--- src/rtl/fp_pkg.sv ---
// Shared types and constants for the 48-bit Feistel permutation.
`timescale 1ns / 1ps
package fp_pkg;

	localparam int HALF_W     = 24;
	localparam int VALUE_W    = 2 * HALF_W;
	localparam int NUM_KEYS   = 4;
	localparam int KEY_SEL_W  = $clog2(NUM_KEYS);
	localparam int CFG_IDX_W  = 3;
	localparam int SHIFT_A    = 13;
	localparam int SHIFT_B    = 11;
	localparam int ROUNDS_DEF = 4;

	localparam logic OP_FORWARD = 1'b0;
	localparam logic OP_INVERSE = 1'b1;

	typedef logic [HALF_W-1:0] half_t;

	typedef struct packed {
		logic  valid;
		logic  op;
		half_t a;
		half_t b;
	} lane_t;

endpackage

--- src/rtl/fp_cell.sv ---
// One Feistel round as a two-stage cell: b' = a ^ F(b), a' = b.
`timescale 1ns / 1ps
module fp_cell (
	input  logic          clk,
	input  logic          arst_n,
	input  fp_pkg::lane_t lane_in,
	output logic          ready_up,
	input  fp_pkg::half_t key_fwd,
	input  fp_pkg::half_t key_inv,
	output fp_pkg::lane_t lane_out,
	input  logic          ready_down
);

	logic          v_s1, v_s2;
	logic          op_s1, op_s2;
	fp_pkg::half_t a_s1, b_s1, key_s1, p1_s1;
	fp_pkg::half_t a_s2, b_s2, p2_s2;
	fp_pkg::half_t key_sel, p1, m1, p2, f_out;
	logic          en_s1, en_s2;

	assign en_s2    = !v_s2 || ready_down;
	assign en_s1    = !v_s1 || en_s2;
	assign ready_up = en_s1;

	assign key_sel = (lane_in.op == fp_pkg::OP_INVERSE) ? key_inv : key_fwd;
	assign p1      = (lane_in.b ^ key_sel) * key_sel;
	assign m1      = p1_s1 ^ (p1_s1 >> fp_pkg::SHIFT_A);
	assign p2      = m1 * key_s1;
	assign f_out   = p2_s2 ^ (p2_s2 >> fp_pkg::SHIFT_B);

	always_ff @(posedge clk or negedge arst_n) begin
		if (!arst_n) begin
			v_s1 <= 1'b0;
			v_s2 <= 1'b0;
		end else begin
			if (en_s1) v_s1 <= lane_in.valid;
			if (en_s2) v_s2 <= v_s1;
		end
	end

	always_ff @(posedge clk) begin
		if (en_s1 && lane_in.valid) begin
			op_s1  <= lane_in.op;
			a_s1   <= lane_in.a;
			b_s1   <= lane_in.b;
			key_s1 <= key_sel;
			p1_s1  <= p1;
		end
		if (en_s2 && v_s1) begin
			op_s2 <= op_s1;
			a_s2  <= a_s1;
			b_s2  <= b_s1;
			p2_s2 <= p2;
		end
	end

	assign lane_out.valid = v_s2;
	assign lane_out.op    = op_s2;
	assign lane_out.a     = b_s2;
	assign lane_out.b     = a_s2 ^ f_out;

`ifndef ASSERT_OFF
	a_take: assert property (@(posedge clk) disable iff (!arst_n)
		lane_in.valid && ready_up |=> v_s1)
		else $error("item taken by cell but first stage empty");
	a_advance: assert property (@(posedge clk) disable iff (!arst_n)
		v_s1 && en_s2 |=> v_s2)
		else $error("first stage item lost on advance");
	a_hold: assert property (@(posedge clk) disable iff (!arst_n)
		v_s2 && !ready_down |=> v_s2 && $stable(p2_s2) && $stable(a_s2) && $stable(b_s2))
		else $error("stalled second stage changed");
`endif

endmodule

--- config.mk ---
export PLATFORM = sky130hd
export DESIGN_NAME = fp_cell
export DESIGN_NICKNAME = d
export VERILOG_FILES = /design/src/rtl/fp_pkg.sv /design/src/rtl/fp_cell.sv
export SDC_FILE = /design/constraint.sdc
export NUM_CORES = 1
export LEC_CHECK = 0
export BUFFER_PORTS_ARGS = -buffer_cell sky130_fd_sc_hd__buf_2
export CAP_MARGIN = 20
export CORE_ASPECT_RATIO = 0.7
export CORE_MARGIN = 5
export CORE_UTILIZATION = 23
export DETAILED_ROUTE_END_ITERATION = 8
export PLACE_DENSITY_LB_ADDON = 0.1
export SLEW_MARGIN = 20
export SYNTH_ARGS = -nofsm -noshare
export SYNTH_HDL_FRONTEND = slang
export SYNTH_SLANG_ARGS = --single-unit
--- constraint.sdc ---
create_clock -name clk -period 7.35 [get_ports clk]
set_input_delay 1.47 -clock clk [delete_from_list [all_inputs] [get_ports clk]]
set_output_delay 1.47 -clock clk [all_outputs]
set_load 0.01 [all_outputs]
==> results of run 1 <==
==> metal layers <==
layer	up-vias	global-route usage, %
met5	-	0.997
met4	6	2.15
met3	31	4.88
met2	307	21.0
met1	8783	24.5
li1	7948	-
==> repair_timing <==
item / CTS / global route
pin swaps: 71 / 25
resized for setup: 140 / 47
setup buffers: 32 / 9
endpoints found under the hold margin: 0 / 0
setup endpoints to repair: 12 / 15
hold buffers: 0 / 0
gates cloned: 3 / 0
==> path summary, 6_finish.rpt <==
| kind | startpoint | endpoint | slack (ns) | cells past startpoint |
|---|---|---|---|---|
| worst min-delay path | b_s1[10]$_DFFE_PP_ | b_s2[10]$_DFFE_PP_ | 0.42 | 0 |
| worst max register to register | p1_s1[16]$_DFFE_PP_ | p2_s2[22]$_DFFE_PP_ | 0.27 | 25 |
| worst max-delay path | lane_in[48] | p1_s1[22]$_DFFE_PP_ | -0.36 | 29 |
| min in group asynchronous | arst_n | v_s2$_DFFE_PN0P_ | 0.77 | 1 |
| worst min register to register | b_s1[10]$_DFFE_PP_ | b_s2[10]$_DFFE_PP_ | 0.42 | 0 |
| max in group asynchronous | arst_n | v_s1$_DFFE_PN0N_ | 6.48 | 1 |
==> stage by stage <==
| step | TNS (ns) | hold WS (ns) |
|---|---|---|
| floorplan | -6.42 | 0.400 |
| global placement | -9.28 | 0.402 |
| detailed placement | -9.88 | 0.405 |
| CTS | -0.943 | 0.420 |
| global route | -2.53 | 0.424 |
| finish | -1.25 | 0.419 |
==> final cells by class <==
class	instances	area, um2	share of cell area, %
diodes	3	7.51	0.0242
clock buffers	17	425	1.37
clock inverters	15	199	0.643
inverters	603	2280	7.37
multi-input cells	1566	17500	56.5
flip-flops and latches	172	5150	16.7
well taps	1428	1790	5.77
repair buffers	467	3600	11.6
==> cell usage in the layout, fill, tap and decap left out, types with 8 or more instances in the layout <==
master                      count
sky130_fd_sc_hd__xor2_2         9
sky130_fd_sc_hd__and2_4        10
sky130_fd_sc_hd__nand2_1      156
sky130_fd_sc_hd__nand2b_1      50
sky130_fd_sc_hd__o21ai_0        9
sky130_fd_sc_hd__o22ai_1        8
sky130_fd_sc_hd__xnor2_1      138
sky130_fd_sc_hd__a21oi_1       21
sky130_fd_sc_hd__ha_1         150
sky130_fd_sc_hd__inv_1        573
sky130_fd_sc_hd__fa_1         402
sky130_fd_sc_hd__buf_6         13
sky130_fd_sc_hd__buf_2        150
sky130_fd_sc_hd__fa_2          24
sky130_fd_sc_hd__ha_4          23
sky130_fd_sc_hd__clkbuf_16     17
sky130_fd_sc_hd__nand2b_4      11
sky130_fd_sc_hd__nor2_1       169
sky130_fd_sc_hd__and2_1       183
sky130_fd_sc_hd__or2_2         32
sky130_fd_sc_hd__buf_12        26
sky130_fd_sc_hd__inv_2         24
sky130_fd_sc_hd__edfxtp_1     170
sky130_fd_sc_hd__xor2_1        48
sky130_fd_sc_hd__mux2i_4       10
sky130_fd_sc_hd__a21o_1        11
sky130_fd_sc_hd__buf_4        270
==> cell families (layout without fill, tap and decap cells) <==
group           count (synthesis)  count (layout)  synth area share [%]
fa+ha+maj                     604             604                  44.0
flops                         172             172                  21.1
other cells                     0               3                     0
xor+xnor                      203             203                  7.39
compound gates                 91              91                  2.40
simple gates                  652             652                  13.2
mux                            16              16                 0.978
buf+inv                       695            1102                  10.9
==> sequential cells by signal, indices dropped and copies added, names as in the netlist <==
register,cells
a_s2,24
key_s1,24
op_s2,1
p2_s2,24
b_s1,24
a_s1,24
b_s2,24
v_s1,1
p1_s1,24
op_s1,1
v_s2,1
==> results by stage, run 1 <==
Placement:
- At the end of routability-driven placement, the weighted congestion stood at 0.888.
- In this run the tool buffered the top-level ports with roughly 150 buffer cells.
- After detailed placement, the total cell area comes to roughly 29000 um2.
- After detailed placement, the design holds a cell count of between 4000 and 5000.
- The placed wire-length estimate after detailed placement is ~73000 um.
- Before CTS, the worst setup slack after placement is -1.25 ns.

Critical path:
- The buffers plus inverters on the worst setup path is 10.
- Along the worst path, the maximum fanout reaches 6.
- The type of the worst setup path is input pin to register.
- The category of cells accounting for the largest share of critical-path delay is adder cells.
- STA classifies the critical path startpoint as an input pin.
- The capturing element type of the critical path is a register.
- In this design, the critical path's most frequently occurring cell is sky130_fd_sc_hd__fa_1.
- The slowest stage of the critical path belongs to the cell sky130_fd_sc_hd__fa_1.
- STA puts the critical path data required time at around 7.7 ns.
- In this design, the stage delay of the slowest critical-path cell is 0.51 ns.
- The signal arrival time at the worst endpoint is 8.04 ns.

STA:
- For the pin with the worst max-slew slack, the measured transition is 1.06 ns.
- The minimum period implied by the final worst setup slack is about 7.7 ns.
- The number of pins exceeding their max-slew limit in the final report is 0.
- Setup repair after global routing could not meet its margin everywhere.
- The worst clock skew on the final layout is approximately 0.016 ns.
- The fmax is ~130 MHz.
- Measured against its own limit, the worst slew margin works out to 29.6%.
- Once routing completed, OpenROAD measured the worst setup slack at -0.359 ns.
- The total count of hold-check failures in the final report is 0.
- The period utilization is 105%.
- Setup violations remaining at the end of the flow were counted as 7.

Status:
- The flow ran to the end, but the final reports show violations.
- The final reports fail on setup timing.

Global route:
- The total grt overflow is 0.
- The initial antenna violation count came to 7.
- The first global-routing pass estimated approximately 130000 um of wire.
- The largest net degree at the start of global routing is 74.
- The overall track demand over capacity in global routing is between 10% and 20%.
- The via count of the first global-routing pass is around 19000.

Yosys:
- The netlist uses between 50 and 60 different library cells.
- The dominant synthesized flop cell is sky130_fd_sc_hd__edfxtp_1.
- A synthesized cell averages 10.0 um2.
- The total of flip-flops plus latches after synthesis is 172.
- The cell count after synthesis is between 2000 and 2500.
- The most common cell in the netlist is sky130_fd_sc_hd__inv_1.
- Yosys printed 0 warnings.
- The sequential area share after synthesis is a little over a fifth.
- The number of nets handed over by synthesis was about 3100.
- In the post-synthesis netlist, the biggest area contributors are sky130_fd_sc_hd__fa_1 35%, sky130_fd_sc_hd__edfxtp_1 21%, sky130_fd_sc_hd__inv_1 9.3%.
- The number of enable flip-flop cells after synthesis is 170.
- The leading area contributor after synthesis is sky130_fd_sc_hd__fa_1.
- In the synthesized netlist, the cells that appear most often are 603 x sky130_fd_sc_hd__inv_1, 426 x sky130_fd_sc_hd__fa_1, 193 x sky130_fd_sc_hd__and2_1.
- The proportion of register bits with asynchronous set or reset after synthesis is under 10%.
- The portion of synthesized cell area occupied by the leading cell type is approximately a third.
- The cell area after synthesis is 24400 um2.

Finish:
- The final standard cell area without fillers is roughly 31000 um2.
- The area growth from synthesis to layout is 26.7%.
- The final layout net count is around 3500.
- The filler cells instantiated in the layout total ~11000.
- The non-filler instance count after layout is ~4300.
- The post-route core utilization is about 30%.
- The ratio of cells with drive above 1 in the final layout is between 20 and 30%.

Floorplan:
- The placement row count is 100.
- The die covers about 110000 um2.
- The floorplan step set the die width to about 400 um.
- The number of top-level design ports is roughly 150.
- Measured along the y axis, the die boundary spans between 200 and 300 um.
- The effective utilization at floorplan is 23.1%.
- The placeable core region is roughly 110000 um2.

Clocking:
- In this run, CTS created clock tree buffers numbering 17.
- The CTS root buffer is sky130_fd_sc_hd__clkbuf_16.
- The total number of H-tree levels is 4.
- After clock tree synthesis, the clock-pin slew on the worst setup and hold paths is roughly 0.08 ns.
- TritonCTS built the clock tree.
- The clock insertion delay at the later pin of the skew report is around 0.47 ns.
- Clock tree synthesis found a total of roughly 170 sinks.
- Counting along the longest clock path gives a buffer depth of 2.

Drt:
- After detailed routing, the met3 layer carries 6810 um of wire.
- The detailed router finished its first iteration with ~900 violations.
- For this block, the via count after detailed routing is 17100.
- After detailed routing, the average wire length per cell comes to between 20 and 25 um.
- The top layer used by detailed routing is met5.
- For this run, design rule violations remaining after detail routing come to 0.
- The number of optimization iterations in the first detailed-route pass is 5.
- In the final routing, the length of wire on met1 measures between 40000 and 50000 um.
- The detail route stage leaves a number of antenna-violating nets equal to 0.
- The vias per cell is about 4.
- For this block, the routed nets add up to between 80000 and 90000 um of wire.
- The met2 routed wirelength is between 30000 and 40000 um.

Min path:
- In this run the worst hold path is classified as register to register.

Job:
- The total of max-cap violations is 0.
Power of run 1 is left out: the tool's default activity adds up to more than one toggle a clock period on the data nets, which glitch-free logic cannot reach.
==> inputs of run 2 (changes only) <==
--- a/config.mk
+++ b/config.mk
@@ -9,7 +9,7 @@
 export CAP_MARGIN = 20
 export CORE_ASPECT_RATIO = 0.7
 export CORE_MARGIN = 5
-export CORE_UTILIZATION = 23
+export CORE_UTILIZATION = 59
 export DETAILED_ROUTE_END_ITERATION = 8
 export PLACE_DENSITY_LB_ADDON = 0.1
 export SLEW_MARGIN = 20
==> results by stage, run 2 (same netlist as run 1, synthesis figures left out) <==
Critical path:
- The capturing element type of the critical path is a register.
- The signal arrival time at the worst endpoint is 7.95 ns (-0.09 ns).
- The maximum fanout along the worst path is 8 (+2).
- The startpoint type of the worst setup path is an input pin.
- The required time of the critical path is 7.67 ns (about the same).
- The setup path with the least slack is of type input pin to register.

Global route:
- The first-pass GRT wire length is 110000 um (-14%).
- The initial antenna violation count is 2 (-5).
- The total grt overflow is 0 (unchanged).
- The overall track demand over capacity in global routing came to 31.9% (+16 points).
- The largest net degree at the start of global routing is 76 (+2.7%).
- The via count of the first global-routing pass is 19100 (-0.27%).

Placement:
- The number of port buffers came to 151 (unchanged).
- The routability congestion estimate from global placement was 1.03 (+16%).
- The placed wire-length estimate after detailed placement is 57800 um (-21%).
- The number of placed cells counting well taps is 3273 (-22%).

STA:
- The worst hold slack was 0.422 ns (+0.00221 ns).
- The actual slew at the worst max-slew pin is 1.02 ns (-0.0379 ns).
- The fmax is 131 MHz (+1.0%).
- The minimum period implied by the final worst setup slack came to 7.63 ns (-0.0781 ns).
- The period utilization is 104% (-1.1 points).
- The worst clock skew on the final layout is 0.0160 ns (-0.000157 ns).
- The worst slew slack as a fraction of its limit is 32.1% (+2.5 points).
- The number of endpoints failing setup at the final stage is 4 (-3).
- The total count of hold-check failures in the final report was 0 (unchanged).
- The number of pins exceeding their max-slew limit in the final report was 0 (unchanged).
- Setup repair after global routing could not meet its margin everywhere.
- The final setup slack of the worst path is -0.281 ns (+0.0781 ns).

Finish:
- The post-route core utilization is 70.8% (+42 points).
- Leaving out fill and tap cells, the most frequent cell in the layout is sky130_fd_sc_hd__inv_1.
- The area taken by multi-input logic gates is 17400 um2 (-0.82%).
- The area of all sequential standard cells was 5150 um2 (unchanged).
- The top cell types in the final layout, fill and taps aside, are 577 x sky130_fd_sc_hd__inv_1, 405 x sky130_fd_sc_hd__fa_1, 239 x sky130_fd_sc_hd__buf_4.
- The ratio of cells with drive above 1 in the final layout is 22.5% (-2.5 points).
- The non-filler instance count after layout is 3333 (-22%).
- The area overhead of the layout relative to synthesis is 18.6%.
- The number of inserted filler cells in the final layout is 3110 (-72%).
- The final layout net count was 3479 (-1.5%).

Drt:
- The routed wire length is 70200 um (-18%).
- The number of optimization iterations in the first detailed-route pass came to 5 (unchanged).
- The average routed wire per standard cell was 21.1 um (+5.1%).
- The antenna violation net count after detailed routing is 0 (unchanged).
- The via count came to 17700 (+3.9%).
- The post-detailed-route DRC marker count is 0 (unchanged).
- The vias per cell was 5.32 (+33%).
- The first-iteration detailed-routing DRC count was 1350 (+51%).

Status:
- The run finished, with violations left.
- The checks that failed: setup timing.

Floorplan:
- The placement row count is 62 (-38%).
- The placeable core region is 41000 um2 (-61%).
- The height of the chip is 180 um (-36%).
- The number of top-level design ports is 152 (unchanged).
- The floorplan die width was 253 um (-37%).
- The effective utilization at floorplan came to 59.7% (+37 points).
- The area of the die is 45700 um2 (-60%).

Job:
- The total of max-cap violations was 0 (unchanged).

Clocking:
- The TritonCTS buffer count is 17 (unchanged).
- The clock transition at the registers of the reported paths is 0.07 ns (about the same).
- The total number of H-tree levels was 4 (unchanged).
- The clock insertion delay at the later pin of the skew report is 0.46 ns (about the same).
- The clock sink total is 172 (unchanged).
- The maximum buffer depth of the clock tree was 2 (unchanged).
- The CTS root buffer is sky130_fd_sc_hd__clkbuf_16.
- TritonCTS built the clock tree.

Min path:
- The worst hold path class is register to register.
[run 2: routing by layer]
layer,track usage [%],vias to the layer above,share of wire (%)
met5,1.80,-,0.18
met4,5.50,4,1.2
met3,12.1,74,13
met2,44.2,800,41
met1,48.6,9017,45
li1,-,7846,-
[run 2: area by class of cell]
class | instances | area share (%)
clock inverter | 14 | 0.505
timing repair buffer | 414 | 10.1
multi-input combinational | 1566 | 59.9
antenna | 2 | 0.0173
sequential | 172 | 17.8
inverter | 603 | 7.85
tap | 544 | 2.35
clock buffer | 18 | 1.48
[run 2: what timing repair did]
| action | in CTS | in global routing |
|---|---|---|
| hold buffers | 0 | 0 |
| pin swaps | 38 | 49 |
| setup buffers | 13 | 13 |
| endpoints found under the setup margin | 11 | 12 |
| gates resized for setup | 84 | 60 |
| endpoints found under the hold margin | 0 | 0 |
[run 2: worst paths after layout]
kind                                           from             endpoint  slack, ns  cells after the start
worst max register to register  p1_s1[19]$_DFFE_PP_  p2_s2[23]$_DFFE_PP_       0.29                     26
min in group asynchronous                    arst_n     v_s2$_DFFE_PN0P_       0.79                      1
max in group asynchronous                    arst_n     v_s1$_DFFE_PN0N_       6.46                      1
worst min register to register    b_s1[0]$_DFFE_PP_    b_s2[0]$_DFFE_PP_       0.42                      0
worst min-delay path              b_s1[0]$_DFFE_PP_    b_s2[0]$_DFFE_PP_       0.42                      0
worst max-delay path                    lane_in[48]  p1_s1[22]$_DFFE_PP_      -0.28                     27
[run 2: critical path: stages]
cell	delay, ns
sky130_fd_sc_hd__buf_12	0.12
sky130_fd_sc_hd__buf_12	0.14
sky130_fd_sc_hd__buf_12	0.10
sky130_fd_sc_hd__mux2i_4	0.22
sky130_fd_sc_hd__inv_2	0.08
sky130_fd_sc_hd__ha_4	0.28
sky130_fd_sc_hd__nand2b_4	0.15
sky130_fd_sc_hd__fa_1	0.50
sky130_fd_sc_hd__inv_2	0.05
sky130_fd_sc_hd__fa_1	0.53
sky130_fd_sc_hd__inv_1	0.06
sky130_fd_sc_hd__fa_1	0.47
sky130_fd_sc_hd__inv_1	0.04
sky130_fd_sc_hd__ha_2	0.16
sky130_fd_sc_hd__fa_1	0.49
sky130_fd_sc_hd__inv_1	0.05
sky130_fd_sc_hd__fa_1	0.45
sky130_fd_sc_hd__fa_1	0.54
sky130_fd_sc_hd__inv_2	0.05
sky130_fd_sc_hd__ha_4	0.25
sky130_fd_sc_hd__a2111oi_4	0.33
sky130_fd_sc_hd__o21ai_2	0.14
sky130_fd_sc_hd__a21bo_4	0.24
sky130_fd_sc_hd__a2111oi_4	0.29
sky130_fd_sc_hd__o21bai_1	0.13
sky130_fd_sc_hd__or4_1	0.52
sky130_fd_sc_hd__nand3_1	0.08
[run 2: stage by stage]
| stage | setup TNS [ns] | instance area [um2] | worst slack (ns) |
|---|---|---|---|
| finish | -0.479 | 29000 | -0.281 |
| floorplan | -6.42 | 24800 | -1.08 |
| global route | -1.50 | 29000 | -0.471 |
| detailed placement | -8.34 | 27500 | -1.08 |
| CTS | -0.279 | 28600 | -0.182 |
| global placement | -7.46 | 27500 | -0.989 |
Power of run 2 is left out for the same reason.
==> inputs of run 3 (changes only) <==
==> constraint.sdc (replaced) <==
create_clock -name clk -period 7.35 [get_ports clk]
set_input_delay 0.3675 -clock clk [delete_from_list [all_inputs] [get_ports clk]]
set_output_delay 0.3675 -clock clk [all_outputs]
set_load 0.01 [all_outputs]
==> results by stage, run 3 (same netlist as run 1, synthesis figures left out) <==
Global route:
- The first-pass GRT wire length is 106000 um (-4.0%).
- The initial antenna violation count was 0 (-2).
- The total grt overflow is 0 (unchanged).
- The largest net degree at the start of global routing is 76 (unchanged).
- The via count of the first global-routing pass came to 18200 (-5.1%).
- The overall track demand over capacity in global routing is 30.5% (-1.3 points).

Placement:
- The number of port buffers is 151 (unchanged).
- The placed wire-length estimate after detailed placement came to 55700 um (-3.7%).
- The routability congestion estimate from global placement came to 0.982 (-4.5%).

Finish:
- The area overhead of the layout relative to synthesis is 11.4%.
- The final layout net count was 3338 (-4.1%).
- The post-route core utilization came to 66.4% (-4.3 points).
- The leading cell type in the layout, fill and taps excluded is sky130_fd_sc_hd__inv_1.
- The number of inserted filler cells in the final layout was 3280 (+5.5%).
- The ratio of cells with drive above 1 in the final layout is 14.4% (-8.1 points).
- In the layout the commonest cells are 600 x sky130_fd_sc_hd__inv_1, 424 x sky130_fd_sc_hd__fa_1, 190 x sky130_fd_sc_hd__and2_1.
- The number of antenna diodes is 0 (-2).
- The area of all sequential standard cells came to 5150 um2 (unchanged).
- The area taken by multi-input logic gates came to 16800 um2 (-3.4%).

Drt:
- The via count is 16900 (-4.7%).
- The number of optimization iterations in the first detailed-route pass is 5 (unchanged).
- The vias per cell was 5.30 (-0.38%).
- The first-iteration detailed-routing DRC count came to 1339 (-0.81%).
- The average routed wire per standard cell came to 20.9 um (-0.76%).
- The antenna violation net count after detailed routing came to 0 (unchanged).
- The routed wire length is 66700 um (-5.0%).
- The post-detailed-route DRC marker count came to 0 (unchanged).

Clocking:
- The clock sink total is 172 (unchanged).
- TritonCTS built the clock tree.
- The TritonCTS buffer count is 17 (unchanged).
- The total number of H-tree levels came to 4 (unchanged).
- The maximum buffer depth of the clock tree is 2 (unchanged).
- The clock transition at the registers of the reported paths is 0.08 ns (about the same).
- The clock insertion delay at the later pin of the skew report is 0.45 ns (about the same).
- In this run the clock root is driven by a sky130_fd_sc_hd__clkbuf_16.

Floorplan:
- The height of the chip is 180 um (unchanged).
- The number of top-level design ports came to 152 (unchanged).
- The placeable core region came to 41000 um2 (unchanged).
- The placement row count is 62 (unchanged).
- The area of the die is 45700 um2 (unchanged).
- The floorplan die width was 253 um (unchanged).
- The effective utilization at floorplan is 59.7% (unchanged).

Critical path:
- The required time of the critical path is 7.55 ns (-0.12 ns).
- The signal arrival time at the worst endpoint is 7.24 ns (-0.71 ns).
- STA classifies the critical path startpoint as a register.
- The maximum fanout along the worst path is 7 (-1).
- The worst setup path is captured at a register.
- The type of the worst setup path is register to register.
- The worst-case reg-to-reg path depth came to 26 (unchanged).

STA:
- The number of endpoints failing setup at the final stage is 0 (-4).
- The fmax came to 142 MHz (+8.4%).
- The worst clock skew on the final layout came to 0.0144 ns (-0.00158 ns).
- The minimum period implied by the final worst setup slack came to 7.04 ns (-0.591 ns).
- The total count of hold-check failures in the final report is 0 (unchanged).
- The period utilization is 95.8% (-8.0 points).
- The actual slew at the worst max-slew pin was 1.03 ns (+0.00845 ns).
- The worst slew slack as a fraction of its limit is 31.6% (-0.56 points).
- The worst hold slack is 0.0917 ns (-0.330 ns).
- The number of pins exceeding their max-slew limit in the final report is 0 (unchanged).

Min path:
- The number of cells on the worst hold path came to 1 (+1).
- The worst hold path class is input pin to register.

Job:
- The total of max-cap violations is 0 (unchanged).

Status:
- The flow ran to the end, and the final reports show no timing, DRC or antenna violations.
-- run 3: worst paths after layout --
check,slack (ns),startpoint,to
worst max register to register,0.31,p1_s1[20]$_DFFE_PP_,p2_s2[23]$_DFFE_PP_
worst min-delay path,0.09,lane_in[41],a_s1[17]$_DFFE_PP_
worst min register to register,0.42,b_s1[11]$_DFFE_PP_,b_s2[11]$_DFFE_PP_
worst max-delay path,0.31,p1_s1[20]$_DFFE_PP_,p2_s2[23]$_DFFE_PP_
min in group asynchronous,0.25,arst_n,v_s1$_DFFE_PN0N_
max in group asynchronous,7.00,arst_n,v_s2$_DFFE_PN0P_
-- run 3: per-layer routing --
layer  vias to the layer above  share of wire, %  global-route usage (%)  wire length (um)
li1                       7560                 -                       -                 -
met1                      8541                45                    47.0             30000
met2                       747                40                    42.4             27000
met3                        66                13                    11.1              8640
met4                         2               1.3                    4.79               875
met5                         -              0.26                    2.75               173
-- run 3: what timing repair did --
action,in CTS,in global routing
hold endpoints to repair,2,0
hold buffers,1,0
resized for setup,0,4
setup endpoints to repair,0,4
setup buffers,0,0
-- run 3: area by class of cell --
cell class                      count  area share (%)
Multi-Input combinational cell   1566            61.6
Clock inverter                     14           0.533
Inverter                          603            8.32
Sequential cell                   172            18.9
Tap cell                          544            2.50
Clock buffer                       18            1.58
Timing Repair Buffer              273            6.52
-- run 3: worst max-delay path: stages, from the launching register on --
cell,delay (ns)
sky130_fd_sc_hd__edfxtp_1,0.58
sky130_fd_sc_hd__xor2_1,0.24
sky130_fd_sc_hd__buf_4,0.20
sky130_fd_sc_hd__and2_1,0.18
sky130_fd_sc_hd__fa_1,0.46
sky130_fd_sc_hd__fa_1,0.56
sky130_fd_sc_hd__inv_1,0.05
sky130_fd_sc_hd__fa_1,0.48
sky130_fd_sc_hd__inv_1,0.06
sky130_fd_sc_hd__fa_1,0.41
sky130_fd_sc_hd__fa_1,0.47
sky130_fd_sc_hd__fa_1,0.55
sky130_fd_sc_hd__inv_1,0.05
sky130_fd_sc_hd__fa_1,0.47
sky130_fd_sc_hd__inv_1,0.05
sky130_fd_sc_hd__ha_1,0.30
sky130_fd_sc_hd__o21a_1,0.13
sky130_fd_sc_hd__o21ai_1,0.24
sky130_fd_sc_hd__inv_1,0.06
sky130_fd_sc_hd__o21ai_0,0.15
sky130_fd_sc_hd__a21oi_1,0.13
sky130_fd_sc_hd__nor4_2,0.29
sky130_fd_sc_hd__buf_4,0.18
sky130_fd_sc_hd__o21ai_0,0.08
sky130_fd_sc_hd__buf_4,0.15
sky130_fd_sc_hd__xnor2_1,0.12
sky130_fd_sc_hd__buf_4,0.16
-- run 3: metrics by stage --
step           cell area, um2  worst slack (ns)  cells  setup TNS (ns)
5_1_grt                 27200           -0.0485   3190         -0.0485
4_1_cts                 27200            0.0983   3190               0
2_1_floorplan           24700           0.00688   2433               0
6_report                27200             0.310   3190               0
3_3_place_gp            26600            0.0661   3157               0
3_5_place_dp            26600           -0.0201   3157         -0.0201
Power of run 3 is left out for the same reason.
